$ cat config.mk
export PLATFORM = sky130hd
export DESIGN_NAME = nearest_key_table
export DESIGN_NICKNAME = d
export VERILOG_FILES = /design/src/hdl/nkt_pkg.sv /design/src/hdl/nearest_key_table.sv
export SDC_FILE = /design/constraint.sdc
export NUM_CORES = 1
export LEC_CHECK = 0
export BUFFER_PORTS_ARGS = -buffer_cell sky130_fd_sc_hd__buf_2
export CORE_ASPECT_RATIO = 0.9
export CORE_MARGIN = 3
export CORE_UTILIZATION = 50
export CTS_CLUSTER_DIAMETER = 80
export DETAILED_ROUTE_END_ITERATION = 12
export PLACE_DENSITY = 0.64
export SYNTH_ARGS = -nofsm -noshare
export SYNTH_HDL_FRONTEND = slang
export SYNTH_SLANG_ARGS = --single-unit
$ cat constraint.sdc
create_clock -name clk_i -period 18 [get_ports clk_i]
set_input_delay 0.9 -clock clk_i [delete_from_list [all_inputs] [get_ports clk_i]]
set_output_delay 0.9 -clock clk_i [all_outputs]
set_load 0.05 [all_outputs]
$ cat src/hdl/nkt_pkg.sv
// ----------------------------------------------------------------------------
// nkt_pkg
// Types and constants shared by the nearest-key table: item layouts, the
// stored entry layout and the result status codes.
// ----------------------------------------------------------------------------
`default_nettype none

package nkt_pkg;

  // Table depth default and fixed field widths
  localparam int unsigned TableDepthDefault = 16;
  localparam int unsigned KeyBits           = 32;
  localparam int unsigned ValueBits         = 8;
  localparam int unsigned StatusBits        = 3;

  // Command codes
  typedef enum logic {
    CMD_INSERT = 1'b0,
    CMD_LOOKUP = 1'b1
  } cmd_e;

  // Result status codes
  typedef enum logic [StatusBits-1:0] {
    ST_FOUND    = 3'd0,
    ST_INSERTED = 3'd1,
    ST_EXISTED  = 3'd2,
    ST_FULL     = 3'd3,
    ST_EMPTY    = 3'd4
  } status_e;

  // Input item
  typedef struct packed {
    logic                        command;
    logic signed [KeyBits-1:0]   key;
    logic        [ValueBits-1:0] new_value;
  } in_item_t;

  // Result item
  typedef struct packed {
    logic        [StatusBits-1:0] status;
    logic        [ValueBits-1:0]  found_value;
    logic signed [KeyBits-1:0]    nearest_key;
  } out_item_t;

  // One stored table entry
  typedef struct packed {
    logic signed [KeyBits-1:0]   key;
    logic        [ValueBits-1:0] value;
  } entry_t;

endpackage

`default_nettype wire

$ cat src/hdl/nearest_key_table.sv
// ----------------------------------------------------------------------------
// nearest_key_table
// Sorted table of unique signed keys with a value each. Inserts keep the
// table in ascending order; lookups return the nearest stored key.
// ----------------------------------------------------------------------------
//
//  Channel | Direction | Handshake              | Payload
//  --------+-----------+------------------------+--------------------------
//  in      | input     | in_valid_i / in_ready_o | in_item_i  (in_item_t)
//  out     | output    | out_valid_o / out_ready_i | out_item_o (out_item_t)
//
//  A lookup scans the stored entries up to the first key above the asked key;
//  an insert adds a shift of the entries above the insert point, so the scan
//  and the insert shift cover the table once between them. The single read
//  port of the entry memory makes both serial: the scan reads one entry a
//  cycle, and the insert shift moves one entry a cycle.
//  Reset empties the table at once (fill count only, no clearing pass).
//  A new item is taken while the previous result waits on a stalled output;
//  that item's result waits in the sequencer until the output register frees.
//
`default_nettype none

module nearest_key_table
  import nkt_pkg::*;
#(
  parameter int unsigned TableDepth = TableDepthDefault
) (
  input  wire       clk_i,
  input  wire       rst_ni,
  input  wire       in_valid_i,
  output logic      in_ready_o,
  input  in_item_t  in_item_i,
  output logic      out_valid_o,
  input  wire       out_ready_i,
  output out_item_t out_item_o
);

  localparam int unsigned AW = (TableDepth > 1) ? $clog2(TableDepth) : 1;
  localparam int unsigned CW = $clog2(TableDepth + 1);
  localparam logic [CW-1:0] DepthC = CW'(TableDepth);

  // Sequencer states
  localparam logic [2:0] S_IDLE   = 3'd0;
  localparam logic [2:0] S_SCAN   = 3'd1;
  localparam logic [2:0] S_DECIDE = 3'd2;
  localparam logic [2:0] S_SHIFT  = 3'd3;
  localparam logic [2:0] S_DONE   = 3'd4;

  logic [2:0]    state_q, state_d;
  logic [CW-1:0] count_q, count_d;
  logic [CW-1:0] idx_q, idx_d;
  logic [CW-1:0] wr_idx_q, wr_idx_d;
  in_item_t      item_q, item_d;
  entry_t        prev_q, prev_d;
  entry_t        next_q, next_d;
  out_item_t     res_q, res_d;
  out_item_t     out_q, out_d;
  logic          out_valid_q, out_valid_d;

  // Entry memory, one write and one registered read port
  entry_t        mem_q [TableDepth];
  entry_t        mem_rdata_q;
  logic          mem_we;
  logic [AW-1:0] mem_waddr;
  logic [AW-1:0] mem_raddr;
  entry_t        mem_wdata;

  // Nearest pick: next + prev < 2k means the upper neighbor is strictly closer
  logic signed [KeyBits+1:0] pair_sum;
  logic signed [KeyBits+1:0] twice_key;
  logic                      pick_up;

  assign pair_sum  = {{2{next_q.key[KeyBits-1]}}, next_q.key}
                   + {{2{prev_q.key[KeyBits-1]}}, prev_q.key};
  assign twice_key = {item_q.key[KeyBits-1], item_q.key, 1'b0};
  assign pick_up   = pair_sum < twice_key;

  assign in_ready_o  = (state_q == S_IDLE);
  assign out_valid_o = out_valid_q;
  assign out_item_o  = out_q;

  // Sequencer
  always_comb begin
    state_d     = state_q;
    count_d     = count_q;
    idx_d       = idx_q;
    wr_idx_d    = wr_idx_q;
    item_d      = item_q;
    prev_d      = prev_q;
    next_d      = next_q;
    res_d       = res_q;
    out_d       = out_q;
    out_valid_d = out_valid_q;
    mem_we      = 1'b0;
    mem_waddr   = '0;
    mem_wdata   = '0;
    mem_raddr   = '0;

    if (out_valid_q && out_ready_i) begin
      out_valid_d = 1'b0;
    end

    unique case (state_q)
      S_IDLE: begin
        if (in_valid_i) begin
          item_d    = in_item_i;
          idx_d     = '0;
          mem_raddr = '0;
          state_d   = S_SCAN;
        end
      end

      // rdata holds entry idx; find the first key above the asked key
      S_SCAN: begin
        if (idx_q == count_q) begin
          state_d = S_DECIDE;
        end else if (mem_rdata_q.key <= item_q.key) begin
          prev_d    = mem_rdata_q;
          idx_d     = idx_q + CW'(1);
          mem_raddr = AW'(idx_q + CW'(1));
        end else begin
          next_d  = mem_rdata_q;
          state_d = S_DECIDE;
        end
      end

      S_DECIDE: begin
        res_d = '0;
        if (item_q.command == CMD_INSERT) begin
          if ((idx_q != '0) && (prev_q.key == item_q.key)) begin
            res_d.status = ST_EXISTED;
            state_d      = S_DONE;
          end else if (count_q == DepthC) begin
            res_d.status = ST_FULL;
            state_d      = S_DONE;
          end else begin
            wr_idx_d  = count_q;
            mem_raddr = AW'(count_q - CW'(1));
            state_d   = S_SHIFT;
          end
        end else begin
          state_d = S_DONE;
          if (count_q == '0) begin
            res_d.status = ST_EMPTY;
          end else begin
            res_d.status = ST_FOUND;
            if ((idx_q == '0) || ((idx_q != count_q) && pick_up)) begin
              res_d.found_value = next_q.value;
              res_d.nearest_key = next_q.key;
            end else begin
              res_d.found_value = prev_q.value;
              res_d.nearest_key = prev_q.key;
            end
          end
        end
      end

      // Move entries up by one from the top down, then drop the new one in
      S_SHIFT: begin
        mem_we    = 1'b1;
        mem_waddr = AW'(wr_idx_q);
        if (wr_idx_q == idx_q) begin
          mem_wdata.key   = item_q.key;
          mem_wdata.value = item_q.new_value;
          count_d         = count_q + CW'(1);
          res_d           = '0;
          res_d.status    = ST_INSERTED;
          state_d         = S_DONE;
        end else begin
          mem_wdata = mem_rdata_q;
          wr_idx_d  = wr_idx_q - CW'(1);
          mem_raddr = AW'(wr_idx_q - CW'(2));
        end
      end

      S_DONE: begin
        if (!out_valid_q || out_ready_i) begin
          out_d       = res_q;
          out_valid_d = 1'b1;
          state_d     = S_IDLE;
        end
      end

      default: begin
        state_d = S_IDLE;
      end
    endcase
  end

  // Control registers
  always_ff @(posedge clk_i or negedge rst_ni) begin
    if (!rst_ni) begin
      state_q     <= S_IDLE;
      count_q     <= '0;
      out_valid_q <= 1'b0;
    end else begin
      state_q     <= state_d;
      count_q     <= count_d;
      out_valid_q <= out_valid_d;
    end
  end

  // Payload and working registers
  always_ff @(posedge clk_i) begin
    idx_q    <= idx_d;
    wr_idx_q <= wr_idx_d;
    item_q   <= item_d;
    prev_q   <= prev_d;
    next_q   <= next_d;
    res_q    <= res_d;
    out_q    <= out_d;
  end

  // Entry memory
  always_ff @(posedge clk_i) begin
    if (mem_we) begin
      mem_q[mem_waddr] <= mem_wdata;
    end
    mem_rdata_q <= mem_q[mem_raddr];
  end

  // Fill count never passes the table depth
  assert property (@(posedge clk_i) disable iff (!rst_ni)
    count_q <= DepthC)
    else $error("entry count above table depth");

  // Fill count only ever grows by one
  assert property (@(posedge clk_i) disable iff (!rst_ni)
    (count_q != $past(count_q)) |-> (count_q == $past(count_q) + CW'(1)))
    else $error("entry count changed by other than one");

  // Scan never runs past the filled part of the table
  assert property (@(posedge clk_i) disable iff (!rst_ni)
    (state_q == S_SCAN) |-> (idx_q <= count_q))
    else $error("scan index beyond entry count");

  // Shift stays within the table and above the insert slot
  assert property (@(posedge clk_i) disable iff (!rst_ni)
    (state_q == S_SHIFT) |-> ((wr_idx_q >= idx_q) && (count_q < DepthC)))
    else $error("insert shift out of range");

endmodule

`default_nettype wire

==> metrics.sh <==
YS_TYPES=70
REQUIRED_NS=18.48
POST-SYNTH-TOP-AREA-CELL='sky130_fd_sc_hd__edfxtp_1'
TIMING.CRITICAL_PATH.SLOWEST_STAGE_CELL='sky130_fd_sc_hd__mux2_2'
POWER.CLOCK.FRACTION=0.247
SLEW_HEADROOM=0.221
FINAL_COMMON_CELL='sky130_fd_sc_hd__edfxtp_1'
CRIT_PATH_START='prev_q[8]'
CRIT-REG2REG-LAUNCH='prev_q[8]'
SYNTH_SEQUENTIAL_AREA_RATIO=0.714
CTS_BUFFER_DEPTH=3
SYNTH_CELLS=2347
LARGEST_NET_DEGREE_AT_THE_START_OF_GLOBAL_ROUTING=131
SEQ_AREA_UM2=26800
ROUTE.VIAS.TOTAL=21230
CTS_NUM_SINKS=906
VIOLATIONS_IN_THE_FINAL_REPORTS='antenna violations'
OVERFLOW_AFTER_GRT=0
FINALSETUPVIOLCOUNT=0
ROUTED_VIA_DENSITY=6.08
AREA_GROWTH_SYN_TO_LAYOUT_PCT=12.2
CRITICAL_PATH_ARRIVAL_NS=8.17
GRT_PASS1_WL_UM=137000
MOSTFREQUENTLAYOUTCELLS='857 x sky130_fd_sc_hd__edfxtp_1, 356 x sky130_fd_sc_hd__mux2i_1, 161 x sky130_fd_sc_hd__o22ai_1'
CRITICAL_PATH_CLASS='flop to flop'
DP_WORST_SETUP_SLACK_NS=10.39
CAP_VIOLATIONS=0
SYNTH-ASYNC-RESET-RATIO=0.00993
CRITICAL_PATH_FANOUT_MAX=40
POWERDENSITY_nW_PER_UM2=181
FLOORPLAN.INITIALDENSITY=0.509
TIMING_WORST_SLEW_PIN_VALUE_NS=1.16
SYNTH-WARNING-COUNT=0
FINAL.FILL_COUNT=5627
FIN_WS_NS=10.30
FINAL_PERIOD_MINUS_WORST_SETUP_SLACK_NS=7.70
SYN-NUM-NETS=2494
PERIOD_SHARE=0.428
HOLD_PATH_CLASS='primary input to asynchronous set/reset pin'
SLEW_VIOLATIONS=0
PWR-SHARE-COMB=0.354
CRITPATHLAUNCHTYPE='flop'
YOSYSTOPAREACELLSHARE=0.687
POST-CTS-SETUP-BUFFER-COUNT=0
ROWS=94
FLOORPLAN.DIE.HEIGHT_UM=266
CTS_BUFFERS=92
POWER.STATIC_LEAKAGE_uW=0.0165
DPL.HPWL_UM=50900
FIN_UTIL=0.571
CLOCK_TREE.HTREE_LEVEL_COUNT=3
FMAXACHIEVABLE_GHz=0.130
GRT_SETUP_UNREPAIRED='false'
MULTI_INPUT_COMB_AREA_UM2=10200
BOUNDARYPINS=90
CTS-HOLD-FIX-BUFFERS=0
CRITICAL_PATH.MOST_COMMON_CELL='sky130_fd_sc_hd__a21o_1'
FINALNETCOUNT=2596
END_KIND='flop'
SYNTH-EDFF-COUNT=857
DETAILEDROUTE.FIRSTPASSITERATIONCOUNT=5
SYN_AREA_PER_CELL_UM2=16.0
YOSYS_REGISTER_BITS=906
PATH_CELLS='and2_1 > fa_1 > a211oi_1 > o21bai_1 > o41ai_1 > a21oi_1 > o41ai_1 > o21ai_0 > a21o_1 > a21o_1 > or4b_2 > nand3_1 > ha_1 > a21o_1 > a21o_1 > a21oi_1 > nor2b_1 > o21ai_0 > nand2_1 > a2111oi_0 > mux2_2 > o21ai_0 > a21boi_0'
INTERNAL_POWER_uW=4840
SYNTH_TOP_CELLS_BY_AREA='sky130_fd_sc_hd__edfxtp_1 69%, sky130_fd_sc_hd__mux2i_1 9.5%, sky130_fd_sc_hd__ha_1 3.4%, sky130_fd_sc_hd__o22ai_1 2.7%, sky130_fd_sc_hd__dfxtp_1 2.1%'
DESIGN.CORE.AREA_UM2=73600
GLOBALPLACE.CONGESTION=0.872
TIMING.CRITICAL_PATH.SLOWEST_CELL_DELAY_NS=0.88
DESIGN.DIE.AREA_UM2=78300
FIRST_GLOBAL_VIAS=21219
GRT_USAGE=0.239
POWER_SWITCHING_SHARE=0.362
SYNTHESIS.AREA_UM2=37500
RUN_STATUS='complete, but fails checks'
CTS_TREE='built'
ROUTE.FINAL.WIRE_LENGTH_UM=93300
LAYOUT-DRIVE-GT1-SHARE=0.119
DRT_DRC_VIOLATIONS_LEFT=0
FINCLKSKEW_NS=0.0227
TIMING.FINAL.HOLD_VIOLATIONS=0
DR.FIRST_ITER.DRC_COUNT=2115
CTS.ROOT.BUFFER_CELL='sky130_fd_sc_hd__clkbuf_16'
FLOORPLAN.DIE.WIDTH_UM=295
PORT-BUFFER-COUNT=89
WORST_SETUP_HOLD_PATH_CLK_SLEW_NS=0.06
CLKLATENCYLATEPIN_NS=0.66
ANTENNA_FOUND_INITIAL=1
SYNTH_TOP_FLOP_CELL='sky130_fd_sc_hd__edfxtp_1'
ROUTED_WIRE_LENGTH_PER_INSTANCE_UM=26.7
POWER.IR.VDD_WORST_mV=0.205
NETSWITCHINGPOWER_uW=2740
SEQ_POWER_SHARE=0.398
FINAL.SETUP.TNS_NS=0
POST_CTS.RESIZED_INSTANCES=0
DRT.ANTENNA.VIOLATING_NETS=1
==> sequential cells by signal (all words and copies together) (netlist names) <==
signal / flops
state_q: 3
item_q: 41
idx_q: 5
res_q: 43
next_q: 40
mem_q: 640
out_valid_o: 1
wr_idx_q: 5
prev_q: 40
count_q: 5
mem_rdata_q: 40
out_item_o: 43
==> critical path: cells and delay by family (launching register included) <==
family                   cells  cell delay, ns
AO/OA/AOI/OAI               15            4.49
adder cells (fa/ha/maj)      2            0.68
flip-flops                   1            0.44
multiplexers                 1            0.88
AND/OR/NAND/NOR              5            1.05
==> cells in the mapped netlist, types with 21 or more instances <==
| master | count |
|---|---|
| sky130_fd_sc_hd__o22ai_1 | 161 |
| sky130_fd_sc_hd__a21o_1 | 26 |
| sky130_fd_sc_hd__nand3_1 | 64 |
| sky130_fd_sc_hd__nor2_1 | 82 |
| sky130_fd_sc_hd__or4_1 | 40 |
| sky130_fd_sc_hd__xor2_1 | 49 |
| sky130_fd_sc_hd__a21boi_0 | 40 |
| sky130_fd_sc_hd__ha_1 | 101 |
| sky130_fd_sc_hd__a21oi_1 | 47 |
| sky130_fd_sc_hd__inv_1 | 49 |
| sky130_fd_sc_hd__dfxtp_1 | 40 |
| sky130_fd_sc_hd__buf_2 | 45 |
| sky130_fd_sc_hd__clkbuf_1 | 43 |
| sky130_fd_sc_hd__o21ai_0 | 67 |
| sky130_fd_sc_hd__mux2i_1 | 357 |
| sky130_fd_sc_hd__xnor2_1 | 32 |
| sky130_fd_sc_hd__edfxtp_1 | 857 |
| sky130_fd_sc_hd__nand2_1 | 51 |
| sky130_fd_sc_hd__nor3_1 | 21 |
==> final cells by class <==
cell class | count | area share
flip-flops and latches | 906 | 0.637
multi-input cells | 1280 | 0.242
clock buffers | 120 | 0.0595
well taps | 960 | 0.0286
repair buffers | 119 | 0.0166
clock inverters | 51 | 0.0120
inverters | 50 | 0.00452
diodes | 5 | 0.000298
==> per-stage QoR <==
stage	cells	instance area [um2]	hold WS, ns	total power (uW)
6_report	3491	42000	0.0861	7590
5_1_grt	3486	42000	0.0822	7980
4_1_cts	3486	42000	0.0684	7610
3_5_place_dp	3315	39000	0.405	5730
3_3_place_gp	3315	39000	0.402	5640
2_1_floorplan	2347	37500	0.400	4880
==> logic make-up after synthesis <==
logic type                 after synthesis  synth area share
and+or+nand+nor                        343            0.0481
DFF                                    906             0.714
buffers and inverters                  161            0.0197
AOI/OAI and AO/OA                      391            0.0673
adders and majority gates              102            0.0343
muxes                                  363            0.0975
xor gates and xnor gates                81            0.0189
==> per-layer routing <==
layer | track usage | vias up | wire length (um)
met5 | 0 | - | 13
met3 | 0.0603 | 214 | 8480
met2 | 0.378 | 874 | 43100
met4 | 0.0828 | 2 | 3140
met1 | 0.324 | 10705 | 38500
li1 | - | 9435 | -
==> power groups by stage <==
stage	Combinational, uW	Sequential, uW	Clock, uW
floorplan	1920	2960	0
global placement	2600	3050	0
detailed placement	2670	3060	0
CTS	2690	3010	1910
global route	2940	3050	1990
finish	2690	3020	1880
==> worst paths after layout <==
| path | slack (ns) | depth (start not counted) | endpoint |
|---|---|---|---|
| setup / recovery | 10.30 | 23 | res_q[9] |
| hold / removal | 0.09 | 1 | count_q[0] |
| setup reg to reg | 10.30 | 23 | res_q[9] |
| hold reg to reg | 0.41 | 0 | out_item_o[15] |
| max in group asynchronous | 17.73 | 1 | state_q[0] |
| min in group clk_i | 0.41 | 0 | out_item_o[15] |
(Power assumes the default switching activity.)
